`src/rtl/core/assert_macros.svh`:
```
// assertion helpers, compiled out when SYNTH is defined
`ifndef ASSERT_MACROS_SVH
`define ASSERT_MACROS_SVH
`ifndef SYNTH
`define ASSERT_IMPLIES(name, clk, rstn, ante, cons, msg) \
  name: assert property (@(posedge clk) disable iff (!rstn) (ante) |-> (cons)) \
    else $error(msg);
`define ASSERT_NEXT(name, clk, rstn, ante, cons, msg) \
  name: assert property (@(posedge clk) disable iff (!rstn) (ante) |=> (cons)) \
    else $error(msg);
`else
`define ASSERT_IMPLIES(name, clk, rstn, ante, cons, msg)
`define ASSERT_NEXT(name, clk, rstn, ante, cons, msg)
`endif
`endif

```
`src/rtl/core/rtch_pkg.sv`:
```
package rtch_pkg;

  localparam int unsigned CfgIdxW = 3;

  localparam logic [CfgIdxW-1:0] REG_ORG_X   = 3'd0;
  localparam logic [CfgIdxW-1:0] REG_ORG_Y   = 3'd1;
  localparam logic [CfgIdxW-1:0] REG_ORG_Z   = 3'd2;
  localparam logic [CfgIdxW-1:0] REG_DIR_X   = 3'd3;
  localparam logic [CfgIdxW-1:0] REG_DIR_Y   = 3'd4;
  localparam logic [CfgIdxW-1:0] REG_DIR_Z   = 3'd5;
  localparam logic [CfgIdxW-1:0] REG_T_LIMIT = 3'd6;

  localparam logic [1:0] DROP_X = 2'd0;
  localparam logic [1:0] DROP_Y = 2'd1;

  typedef struct packed {
    logic signed [31:0] normal_x;
    logic signed [31:0] normal_y;
    logic signed [31:0] normal_z;
    logic signed [31:0] plane_dist;
    logic [1:0]         drop_axis;
    logic [63:0]        vert0_uv;
    logic [63:0]        vert1_uv;
    logic [63:0]        vert2_uv;
    logic [31:0]        tri_index;
    logic               degenerate;
    logic               last_tri;
  } in_item_t;

  typedef struct packed {
    logic        hit;
    logic [31:0] hit_index;
    logic [30:0] hit_t;
    logic [16:0] hit_alpha;
    logic [16:0] hit_beta;
    logic        back_facing;
  } out_item_t;

  typedef enum logic [3:0] {
    MS_NONE, MS_DX, MS_DY, MS_DZ, MS_OX, MS_OY, MS_OZ, MS_P0, MS_P1,
    MS_V0U1, MS_U0V1, MS_V2U1, MS_U2V1, MS_BU2
  } mul_sel_e;

  typedef enum logic [1:0] {
    ACC_NONE, ACC_LOAD, ACC_ADD, ACC_SUB
  } acc_op_e;

  typedef enum logic [3:0] {
    SV_NONE, SV_VDOT, SV_VDOT2, SV_T, SV_P0, SV_P1, SV_DIFF, SV_BN, SV_BD,
    SV_BETA, SV_AN, SV_BEST
  } save_e;

  typedef enum logic [1:0] {
    DIV_T, DIV_B, DIV_A
  } div_sel_e;

  typedef struct packed {
    logic     load;
    mul_sel_e mul_sel;
    acc_op_e  acc_op;
    save_e    save;
    logic     div_start;
    div_sel_e div_sel;
    logic     emit;
  } cmd_t;

  typedef struct packed {
    logic div_busy;
    logic div_done;
    logic degenerate;
    logic last;
    logic vdot_zero;
    logic t_reject;
    logic bd_zero;
    logic beta_reject;
    logic alpha_reject;
    logic out_full;
  } status_t;

  typedef enum logic [4:0] {
    ST_IDLE, ST_M_DX, ST_M_DY, ST_M_DZ, ST_M_OX, ST_M_OY, ST_M_OZ, ST_ACC_O,
    ST_VD2, ST_DIV_T, ST_WAIT_T, ST_M_P0, ST_M_P1, ST_SV_P1, ST_DIFF, ST_M_A,
    ST_M_B, ST_M_C, ST_M_D, ST_BD_ACC, ST_BD_SV, ST_DIV_B, ST_WAIT_B,
    ST_M_BU2, ST_AN, ST_DIV_A, ST_WAIT_A, ST_DONE
  } ctrl_state_e;

endpackage

```
`src/rtl/core/rtch_ctrl.sv`:
```
`include "assert_macros.svh"

module rtch_ctrl (
  input  logic              clk_i,
  input  logic              rst_ni,
  input  logic              in_valid_i,
  output logic              in_ready_o,
  input  rtch_pkg::status_t st_i,
  output rtch_pkg::cmd_t    cmd_o
);

  rtch_pkg::ctrl_state_e state_q, state_d;

  always_ff @(posedge clk_i or negedge rst_ni) begin
    if (!rst_ni) state_q <= rtch_pkg::ST_IDLE;
    else state_q <= state_d;
  end

  always_comb begin
    state_d = state_q;
    case (state_q)
      rtch_pkg::ST_IDLE:   if (in_valid_i) state_d = rtch_pkg::ST_M_DX;
      rtch_pkg::ST_M_DX:   state_d = st_i.degenerate ? rtch_pkg::ST_DONE : rtch_pkg::ST_M_DY;
      rtch_pkg::ST_M_DY:   state_d = rtch_pkg::ST_M_DZ;
      rtch_pkg::ST_M_DZ:   state_d = rtch_pkg::ST_M_OX;
      rtch_pkg::ST_M_OX:   state_d = rtch_pkg::ST_M_OY;
      rtch_pkg::ST_M_OY:   state_d = rtch_pkg::ST_M_OZ;
      rtch_pkg::ST_M_OZ:   state_d = rtch_pkg::ST_ACC_O;
      rtch_pkg::ST_ACC_O:  state_d = rtch_pkg::ST_VD2;
      rtch_pkg::ST_VD2:    state_d = st_i.vdot_zero ? rtch_pkg::ST_DONE : rtch_pkg::ST_DIV_T;
      rtch_pkg::ST_DIV_T:  state_d = rtch_pkg::ST_WAIT_T;
      rtch_pkg::ST_WAIT_T: begin
        if (st_i.div_done) begin
          state_d = st_i.t_reject ? rtch_pkg::ST_DONE : rtch_pkg::ST_M_P0;
        end
      end
      rtch_pkg::ST_M_P0:   state_d = rtch_pkg::ST_M_P1;
      rtch_pkg::ST_M_P1:   state_d = rtch_pkg::ST_SV_P1;
      rtch_pkg::ST_SV_P1:  state_d = rtch_pkg::ST_DIFF;
      rtch_pkg::ST_DIFF:   state_d = rtch_pkg::ST_M_A;
      rtch_pkg::ST_M_A:    state_d = rtch_pkg::ST_M_B;
      rtch_pkg::ST_M_B:    state_d = rtch_pkg::ST_M_C;
      rtch_pkg::ST_M_C:    state_d = rtch_pkg::ST_M_D;
      rtch_pkg::ST_M_D:    state_d = rtch_pkg::ST_BD_ACC;
      rtch_pkg::ST_BD_ACC: state_d = rtch_pkg::ST_BD_SV;
      rtch_pkg::ST_BD_SV:  state_d = rtch_pkg::ST_DIV_B;
      rtch_pkg::ST_DIV_B:  state_d = st_i.bd_zero ? rtch_pkg::ST_DONE : rtch_pkg::ST_WAIT_B;
      rtch_pkg::ST_WAIT_B: begin
        if (st_i.div_done) begin
          state_d = st_i.beta_reject ? rtch_pkg::ST_DONE : rtch_pkg::ST_M_BU2;
        end
      end
      rtch_pkg::ST_M_BU2:  state_d = rtch_pkg::ST_AN;
      rtch_pkg::ST_AN:     state_d = rtch_pkg::ST_DIV_A;
      rtch_pkg::ST_DIV_A:  state_d = rtch_pkg::ST_WAIT_A;
      rtch_pkg::ST_WAIT_A: if (st_i.div_done) state_d = rtch_pkg::ST_DONE;
      rtch_pkg::ST_DONE: begin
        if (!st_i.last || !st_i.out_full) state_d = rtch_pkg::ST_IDLE;
      end
      default:             state_d = rtch_pkg::ST_IDLE;
    endcase
  end

  always_comb begin
    in_ready_o      = 1'b0;
    cmd_o.load      = 1'b0;
    cmd_o.mul_sel   = rtch_pkg::MS_NONE;
    cmd_o.acc_op    = rtch_pkg::ACC_NONE;
    cmd_o.save      = rtch_pkg::SV_NONE;
    cmd_o.div_start = 1'b0;
    cmd_o.div_sel   = rtch_pkg::DIV_T;
    cmd_o.emit      = 1'b0;
    case (state_q)
      rtch_pkg::ST_IDLE: begin
        in_ready_o = 1'b1;
        cmd_o.load = in_valid_i;
      end
      rtch_pkg::ST_M_DX: cmd_o.mul_sel = rtch_pkg::MS_DX;
      rtch_pkg::ST_M_DY: begin
        cmd_o.mul_sel = rtch_pkg::MS_DY;
        cmd_o.acc_op  = rtch_pkg::ACC_LOAD;
      end
      rtch_pkg::ST_M_DZ: begin
        cmd_o.mul_sel = rtch_pkg::MS_DZ;
        cmd_o.acc_op  = rtch_pkg::ACC_ADD;
      end
      rtch_pkg::ST_M_OX: begin
        cmd_o.mul_sel = rtch_pkg::MS_OX;
        cmd_o.acc_op  = rtch_pkg::ACC_ADD;
      end
      rtch_pkg::ST_M_OY: begin
        cmd_o.mul_sel = rtch_pkg::MS_OY;
        cmd_o.acc_op  = rtch_pkg::ACC_LOAD;
        cmd_o.save    = rtch_pkg::SV_VDOT;
      end
      rtch_pkg::ST_M_OZ: begin
        cmd_o.mul_sel = rtch_pkg::MS_OZ;
        cmd_o.acc_op  = rtch_pkg::ACC_ADD;
      end
      rtch_pkg::ST_ACC_O: cmd_o.acc_op = rtch_pkg::ACC_ADD;
      rtch_pkg::ST_VD2:   cmd_o.save = rtch_pkg::SV_VDOT2;
      rtch_pkg::ST_DIV_T: begin
        cmd_o.div_start = 1'b1;
        cmd_o.div_sel   = rtch_pkg::DIV_T;
      end
      rtch_pkg::ST_WAIT_T: begin
        if (st_i.div_done && !st_i.t_reject) cmd_o.save = rtch_pkg::SV_T;
      end
      rtch_pkg::ST_M_P0: cmd_o.mul_sel = rtch_pkg::MS_P0;
      rtch_pkg::ST_M_P1: begin
        cmd_o.mul_sel = rtch_pkg::MS_P1;
        cmd_o.save    = rtch_pkg::SV_P0;
      end
      rtch_pkg::ST_SV_P1: cmd_o.save = rtch_pkg::SV_P1;
      rtch_pkg::ST_DIFF:  cmd_o.save = rtch_pkg::SV_DIFF;
      rtch_pkg::ST_M_A:   cmd_o.mul_sel = rtch_pkg::MS_V0U1;
      rtch_pkg::ST_M_B: begin
        cmd_o.mul_sel = rtch_pkg::MS_U0V1;
        cmd_o.acc_op  = rtch_pkg::ACC_LOAD;
      end
      rtch_pkg::ST_M_C: begin
        cmd_o.mul_sel = rtch_pkg::MS_V2U1;
        cmd_o.acc_op  = rtch_pkg::ACC_SUB;
      end
      rtch_pkg::ST_M_D: begin
        cmd_o.mul_sel = rtch_pkg::MS_U2V1;
        cmd_o.acc_op  = rtch_pkg::ACC_LOAD;
        cmd_o.save    = rtch_pkg::SV_BN;
      end
      rtch_pkg::ST_BD_ACC: cmd_o.acc_op = rtch_pkg::ACC_SUB;
      rtch_pkg::ST_BD_SV:  cmd_o.save = rtch_pkg::SV_BD;
      rtch_pkg::ST_DIV_B: begin
        cmd_o.div_start = !st_i.bd_zero;
        cmd_o.div_sel   = rtch_pkg::DIV_B;
      end
      rtch_pkg::ST_WAIT_B: begin
        cmd_o.div_sel = rtch_pkg::DIV_B;
        if (st_i.div_done && !st_i.beta_reject) cmd_o.save = rtch_pkg::SV_BETA;
      end
      rtch_pkg::ST_M_BU2: cmd_o.mul_sel = rtch_pkg::MS_BU2;
      rtch_pkg::ST_AN:    cmd_o.save = rtch_pkg::SV_AN;
      rtch_pkg::ST_DIV_A: begin
        cmd_o.div_start = 1'b1;
        cmd_o.div_sel   = rtch_pkg::DIV_A;
      end
      rtch_pkg::ST_WAIT_A: begin
        cmd_o.div_sel = rtch_pkg::DIV_A;
        if (st_i.div_done && !st_i.alpha_reject) cmd_o.save = rtch_pkg::SV_BEST;
      end
      rtch_pkg::ST_DONE: cmd_o.emit = st_i.last && !st_i.out_full;
      default: ;
    endcase
  end

  `ASSERT_IMPLIES(a_emit_last, clk_i, rst_ni, cmd_o.emit, st_i.last && !st_i.out_full, "emit without a free last beat")
  `ASSERT_IMPLIES(a_div_free, clk_i, rst_ni, cmd_o.div_start, !st_i.div_busy, "divider restarted while busy")
  `ASSERT_NEXT(a_div_runs, clk_i, rst_ni, cmd_o.div_start, st_i.div_busy, "divider did not start")
  `ASSERT_IMPLIES(a_best_on_done, clk_i, rst_ni, cmd_o.save == rtch_pkg::SV_BEST, st_i.div_done, "best updated without a quotient")

endmodule

```
`config.mk`:
```
export PLATFORM = sky130hd
export DESIGN_NAME = rtch_ctrl
export DESIGN_NICKNAME = d
export VERILOG_FILES = /design/src/rtl/core/rtch_pkg.sv /design/src/rtl/core/rtch_ctrl.sv
export VERILOG_INCLUDE_DIRS = /design/src /design/src/rtl/core
export SDC_FILE = /design/constraint.sdc
export NUM_CORES = 1
export LEC_CHECK = 0
export BUFFER_PORTS_ARGS = -buffer_cell sky130_fd_sc_hd__buf_2
export CELL_PAD_IN_SITES_DETAIL_PLACEMENT = 1
export CELL_PAD_IN_SITES_GLOBAL_PLACEMENT = 1
export CORE_ASPECT_RATIO = 0.6
export CORE_MARGIN = 5
export CORE_UTILIZATION = 31
export DETAILED_ROUTE_END_ITERATION = 8
export GPL_ROUTABILITY_DRIVEN = 0
export PLACE_DENSITY_LB_ADDON = 0.1
export SLEW_MARGIN = 10
export SYNTH_ARGS = -nofsm -noshare
export SYNTH_HDL_FRONTEND = slang
export SYNTH_SLANG_ARGS = --single-unit
```
`constraint.sdc`:
```
create_clock -name clk_i -period 1.5 [get_ports clk_i]
set_clock_uncertainty 0.1 [all_clocks]
set_input_delay 0.15 -clock clk_i [delete_from_list [all_inputs] [get_ports clk_i]]
set_output_delay 0.15 -clock clk_i [all_outputs]
set_load 0.01 [all_outputs]
```
== After elaboration in Yosys (flattened, before gate mapping) ==
Index checks and enable logic that the tools add are counted.
W data, S select, Z words.

* Output and inout bits: 16
* Word-level logic and storage cells: 74
* Register bits after elaboration: 5
* Input port bits: 13

* Multiplexer cells: 22
* Reduce and logical (&&, ||, !) cells: 19
* Equality and inequality tests: 32

{| class="wikitable"
|+ Operators by type and width
! cell !! number
|-
| $pmux W5 S28 || 1
|-
| $eq A5 B5 Y1 const B || 12
|-
| $pmux W4 S13 || 1
|-
| $pmux W4 S11 || 1
|-
| $eq A5 B4 Y1 const B || 8
|-
| $mux W5 || 8
|-
| $eq A5 B3 Y1 const B || 4
|-
| $mux W4 || 4
|-
| $eq A5 B2 Y1 const B || 2
|-
| $ne A2 B2 Y1 const B || 5
|-
| $reduce_or A2 Y1 || 4
|-
| $reduce_or A4 Y1 || 2
|-
| $logic_not A1 Y1 || 6
|-
| $pmux W2 S3 || 1
|-
| $eq A5 B1 Y1 const B || 1
|-
| $logic_not A5 Y1 || 1
|-
| $reduce_and A5 Y1 || 1
|-
| $logic_and A1 B1 Y1 || 4
|-
| $pmux W2 S2 || 1
|-
| $mux W1 || 3
|-
| $mux W2 || 1
|-
| $pmux W1 S2 || 1
|-
| $logic_or A1 B1 Y1 || 1
|}

== Longest topological paths before layout ==
Gate-level depths: netlist of run 1.

* Depth after elaboration: 4
* Mapped depth: 6
* Depth with buffers taken out: 4

== Worst setup path after synthesis of run 1 ==
OpenSTA, ideal clock, no wires.

* Path kind: reg2out
* Start point: reg state_q[3]
* End point: out cmd_o[14] in the netlist's numbering
* Arrival: 1,464 ps
* Data required time: 1,250 ps
* Path slack: -214 ps
* Path buffers: 2
* Cell stages (with the launch flop): 5
* Cells stage by stage: dfrtp_1 -> buf_4 -> clkbuf_1 -> nor4_1 -> and2_1

{| class="wikitable"
|+ RTL lines
! element !! RTL line !! source
|-
| start, declared || rtch_ctrl.sv:12 || <nowiki>rtch_pkg::ctrl_state_e state_q, state_d;</nowiki>
|-
| start signal, assigned || rtch_ctrl.sv:15 || <nowiki>if (!rst_ni) state_q <= rtch_pkg::ST_IDLE;</nowiki>
|-
| start signal, assigned || rtch_ctrl.sv:16 || <nowiki>else state_q <= state_d;</nowiki>
|-
| end, declared || rtch_ctrl.sv:9 || <nowiki>output rtch_pkg::cmd_t cmd_o</nowiki>
|}

==> reports/results.txt, run 1 <==
Final Total Pwr -> 5.010 mW
Reg clk slew, reported paths -> 0.04 ns
Async SR Flop Fraction -> 100.0%
Yosys top cell area share -> 15.13%
Top Registers -> state_q (5)
Pleak -> 0.8233 nW
Worst Path Max Fanout -> 5
Total grt overflow -> 0
Max-cap violations -> 0
Cell area after synthesis -> 827.0 um^2
DRC -> 0
Syn Inst Count -> 115
Layout cells sized above 1 -> 70.05%
Cell taking the most area after synthesis -> dfrtp_1
Synthesized Nets -> 128
Row Count -> 14
Worst endpoint required time -> 1.25 ns
CP endpoint kind -> output port
Avg WL per Cell -> 30.55 um
CTS Buffer Depth -> 2
Routed wire length -> 6997 um
Crit path arrival time -> 1.87 ns
Max Freq -> 472.5 MHz
Max reg flops -> 5
Die area -> 0.003835 mm^2
Pwr dens -> 2858 mW/mm^2
All-Layer GR Usage -> 29.59%
Synthesized area per cell -> 7.192 um^2
Initial antenna violation count -> 0
Most frequent CP cell -> buf_6
Largest net degree at the start of global routing -> 12
CP peak stage delay -> 0.41 ns
Worst vdd ir -> 1.439 mV
Critical path class -> reg -> out
Initial drt markers -> 172
Htree depth -> 1
First-pass GRT wire length -> 8797 um
Hpwl dp -> 3149 um
Clk sink count -> 5
Least-Margin Pin Slew -> 0.4761 ns
Via count -> 1601
Die X -> 76.68 um
Synth cell types -> 53
EDFF count, synth -> 0
Filler Cell Count -> 289
Failing checks -> setup timing
Slew Viols, Final -> 0
Diodes inserted -> 0
Area contributors post-synth -> dfrtp_1 (15%), a21oi_1 (6.7%), nand2_1 (5.4%)
Synth Flop Type -> dfrtp_1
I/O pins -> 29
Setup TNS -> -8.832 ns
IO buf count -> 27
CP startpoint kind -> register
Worst hold path class -> in -> async
Vias in the first global route -> 1589
Yosys reg bits -> 5
Status -> finished, violations left
Worst path cell trace -> buf_6 > buf_6 > nor3b_4 > o21ai_2 > a21o_1 > o211ai_1 > buf_2
Core Area -> 0.002522 mm^2
TritonRoute pass-1 iters -> 4
Drt via density -> 6.991
Nets -> 211
Synth Warn # -> 0
Clock tree from TritonCTS -> yes
Placed cell areas -> 0.001291 mm^2
Max-slew headroom -> 67.93%
Sequential fraction of the synthesis area -> 15.13%
Setup ws final -> -0.6164 ns
Initial core utilization -> 32.79%
Clock Latency Late Sink -> 0.24 ns
CP max-delay cell -> dfrtp_2
Antenna Violating Nets Remaining -> 0
Height of the die -> 50.01 um
CTS buffer count -> 3
Root buf cell -> clkbuf_8
Min Tclk post-route -> 2.116 ns
Tcrit/Tclk final -> 141.1%
Design area -> 0.001753 mm^2
Reg with most FFs -> state_q
RSZ-0062 raised after global routing -> yes
Final Setup Violations -> 21
Area growth syn-to-layout -> 112.0%
Final hold vios -> 0
==> through the flow <==
step	hold WS (ns)	utilization, %	std cells	setup slack (ns)
2_1_floorplan	-0.2456	-	115	-0.07828
3_3_place_gp	-0.1297	51.19	205	-0.2236
3_5_place_dp	-0.1246	51.19	205	-0.2468
4_1_cts	0.1781	66.12	225	-0.4099
5_1_grt	0.2352	69.49	229	-0.5996
6_report	0.1928	69.49	229	-0.6164
==> power breakdown <==
part | leakage (nW) | total, mW | switching (mW) | internal, mW
combinational | 0.745 | 4.38 | 2.29 | 2.09
clock | 0.0228 | 0.282 | 0.0967 | 0.185
sequential | 0.0555 | 0.350 | 0.131 | 0.218
==> logic make-up (layout without fill, tap and decap cells) <==
family                 after synthesis  in the layout  synth area share (%)
AND/OR/NAND/NOR                     46             46                 32.07
AO/OA/AOI/OAI                       48             48                 40.54
flip-flops                           5              5                 15.13
buffers and inverters               14             96                 9.831
multiplexers                         2              2                 2.421
==> layout make-up <==
type / instances / area [um^2] / area share (%)
Multi-Input combinational cell: 96 / 843.3 / 48.11
Timing Repair Buffer: 89 / 683.2 / 38.97
Sequential cell: 5 / 130.1 / 7.423
Clock buffer: 4 / 45.04 / 2.570
Tap cell: 32 / 40.04 / 2.284
Inverter: 3 / 11.26 / 0.6424
==> final timing paths <==
kind / startpoint / to / slack (ns) / cells after the start
min in group clk_i: st_i[8] / state_q[2] / 0.23 / 3
min: rst_ni / state_q[2] / 0.19 / 2
max in group asynchronous: rst_ni / state_q[3] / 0.93 / 2
max reg2reg: state_q[3] / state_q[4] / -0.56 / 6
min reg2reg: state_q[4] / state_q[2] / 0.75 / 3
max: state_q[3] / cmd_o[4] / -0.62 / 7
==> synth_stat cells, drive strengths merged, types with 2 or more instances <==
cell and instances:
dfrtp 5, a21o 2, nor2 6, buf 10
nor2b 2, mux2i 2, inv 3, a21oi 11
or3 2, o31ai 2, a32o 2, o21ai 8
and3 2, and2 2, or2b 2, o22ai 2
nand2b 5, a31oi 3, o211ai 5, nor3b 2
nor4 2, nand2 12
==> timing repair <==
item | CTS | global route
hold buffers | 1 | 0
endpoints found under the setup margin | 21 | 21
hold endpoints to repair | 5 | 0
buffers inserted | 15 | 4
gates resized for setup | 58 | 11
pin swaps | 22 | 11
==> per-layer routing <==
layer | wire [um] | GRT usage, % | vias up | share of wire [%]
li1 | - | - | 604 | -
met5 | 0 | 0 | - | 0
met2 | 2956 | 48.17 | 183 | 42
met4 | 435 | 14.83 | 0 | 6.2
met1 | 2737 | 37.07 | 758 | 39
met3 | 868 | 6.000 | 56 | 12
==> placed cells by master, fill, tap and decap left out, drive strengths merged, types with 2 or more instances in the layout <==
cell     n
a21o     2
a21oi   11
a31oi    3
a32o     2
and2     2
and3     2
buf     88
clkbuf   4
dfrtp    5
inv      3
mux2i    2
nand2   12
nand2b   5
nor2     6
nor2b    2
nor3b    2
nor4     2
o211ai   5
o21ai    8
o22ai    2
o31ai    2
or2b     2
or3      2
==> critical path: cells and delay by family, from the launching register on <==
family / cells / cell delay, ns
DFF: 1 / 0.41
AOI/OAI and AO/OA: 3 / 0.60
and+or+nand+nor: 1 / 0.21
buffers and inverters: 3 / 0.40
Note: power is estimated with default switching activity, not from simulation.
==> inputs of run 2 (changes only) <==
CORE_UTILIZATION = 37   (was 31)
clock period = 2.7 ns   (was 1.5 ns; I/O delays follow)
==> run 2 against run 1 <==
Effect of this change:
- the flow now finishes without violations
- via count fell by 34%
- final area fell by 42%
- power fell by 72%
- global-route usage fell by 10 points
==> reports/results.txt, run 2 (synthesis results as in run 1) <==
Most frequent cells in the layout -> buf_2 (27), nand2_1 (12), a21oi_1 (11)
Clock Latency Late Sink -> 0.22 ns
Final Setup Violations -> 0
Max reg flops -> 5
Slew Viols, Final -> 0
Setup TNS -> 0 ns
Largest net degree at the start of global routing -> 21
Tcrit/Tclk final -> 88.17%
Clock tree from TritonCTS -> yes
Hpwl dp -> 2310 um
Initial antenna violation count -> 0
IO buf count -> 27
Die area -> 0.003312 mm^2
Initial drt markers -> 77
TritonRoute pass-1 iters -> 4
Die X -> 71.04 um
Top Registers -> state_q (5)
Initial core utilization -> 38.52%
CP max-delay cell -> dfrtp_1
Nets -> 155
Crit path arrival time -> 2.01 ns
Total grt overflow -> 0
Most common cell after layout, fill and taps aside -> buf_2
Worst r2r src -> state_q[4]
CTS Buffer Depth -> 2
Diodes inserted -> 0
All-Layer GR Usage -> 19.39%
Max Freq -> 420.1 MHz
CP endpoint kind -> output port
RSZ-0062 raised after global routing -> no
Pwr dens -> 1353 mW/mm^2
Routed wire length -> 2973 um
DRC -> 0
Pleak -> 0.4676 nW
Multi-input gate area -> 620.6 um^2
CP peak stage delay -> 0.66 ns
Height of the die -> 46.62 um
Worst Path Max Fanout -> 16
Vias in the first global route -> 1007
Least-Margin Pin Slew -> 0.5273 ns
Worst endpoint required time -> 2.33 ns
Reg clk slew, reported paths -> 0.04 ns
R2R Setup Slk -> 0.64 ns
Buf+Inv Stages, Crit Path -> 1
CP startpoint kind -> register
I/O pins -> 29
Layout Utilization -> 47.61%
Status -> finished clean
Filler Cell Count -> 293
Seq. cell area -> 125.1 um^2
Avg WL per Cell -> 17.39 um
Root buf cell -> clkbuf_8
Max-slew headroom -> 64.85%
Worst hold path class -> in -> async
Drt via density -> 6.199
Core Area -> 0.002147 mm^2
CTS buffer count -> 3
Via count -> 1060
Worst path cell trace -> nand3b_1 > or4b_1 > o211ai_1 > buf_2
Layout cells sized above 1 -> 29.08%
Worst reg-to-reg path cell count -> 5
Clk sink count -> 5
Row Count -> 13
Antenna Violating Nets Remaining -> 0
Critical path class -> reg -> out
Reg with most FFs -> state_q
Area growth syn-to-layout -> 23.60%
Worst vdd ir -> 0.5645 mV
R2r endpoint -> state_q[3]
Max-cap violations -> 0
Min Tclk post-route -> 2.381 ns
Htree depth -> 1
Crit path max-delay family -> simple AND/OR/NAND/NOR gates
Setup Fix Bufs, Post-CTS -> 0
First-pass GRT wire length -> 4981 um
Final hold vios -> 0
run 2: cell types whose count changed in the layout (fill, tap and decap cells not counted), moves of 4 or more:
cell	before	now
buf_4	42	5
o21ai_0	2	7
nand2b_4	4	0
dfrtp_1	1	5
nor2_1	2	6
a21oi_2	5	0
nand2b_1	1	5
buf_6	18	0
a21oi_1	5	11
dfrtp_2	4	0
nand2_1	8	12
run 2: what timing repair did:
item / CTS / global route
hold endpoints to repair: 5 / 0
hold buffers: 1 / 0
setup endpoints to repair: 0 / 0
resized for setup: 0 / 0
run 2: how the worst max path moves through the flow:
stage	startpoint	to	slack [ns]	depth (start not counted)
detailed placement	state_q[4]	cmd_o[4]	0.58	4
global placement	state_q[4]	cmd_o[4]	0.64	4
global route	state_q[4]	cmd_o[4]	0.17	4
floorplan	state_q[3]	cmd_o[14]	0.87	4
finish	state_q[4]	cmd_o[4]	0.32	4
CTS	state_q[4]	cmd_o[4]	0.33	4
run 2: cell type report:
| cell class | count | area share, % |
|---|---|---|
| Multi-Input combinational cell | 96 | 60.71 |
| Tap cell | 30 | 3.672 |
| Inverter | 3 | 1.102 |
| Clock buffer | 4 | 4.406 |
| Timing Repair Buffer | 33 | 17.87 |
| Sequential cell | 5 | 12.24 |
run 2: stage by stage:
stage	total power [mW]	hold WS [ns]	std cells	setup slack, ns	area [um^2]
final	1.383	0.2837	171	0.3195	1022
after global routing	1.511	0.2984	171	0.1709	1022
after CTS	1.383	0.2819	171	0.3254	1022
after detailed placement	1.235	-0.01028	166	0.5760	967.2
after global placement	1.197	-0.01281	166	0.6410	967.2
after floorplan	0.9534	-0.1256	115	0.8661	827.0
run 2: power breakdown:
part	switching [mW]	internal (mW)
sequential	0.103	0.114
combinational	0.589	0.436
clock	0.0391	0.102
run 2: per-layer routing:
metal | track usage [%] | wire [um] | up-vias
met5 | 0 | 0 | -
met2 | 30.94 | 1352 | 44
li1 | - | - | 497
met3 | 3.922 | 206 | 2
met1 | 27.71 | 1406 | 517
met4 | 2.622 | 8 | 0
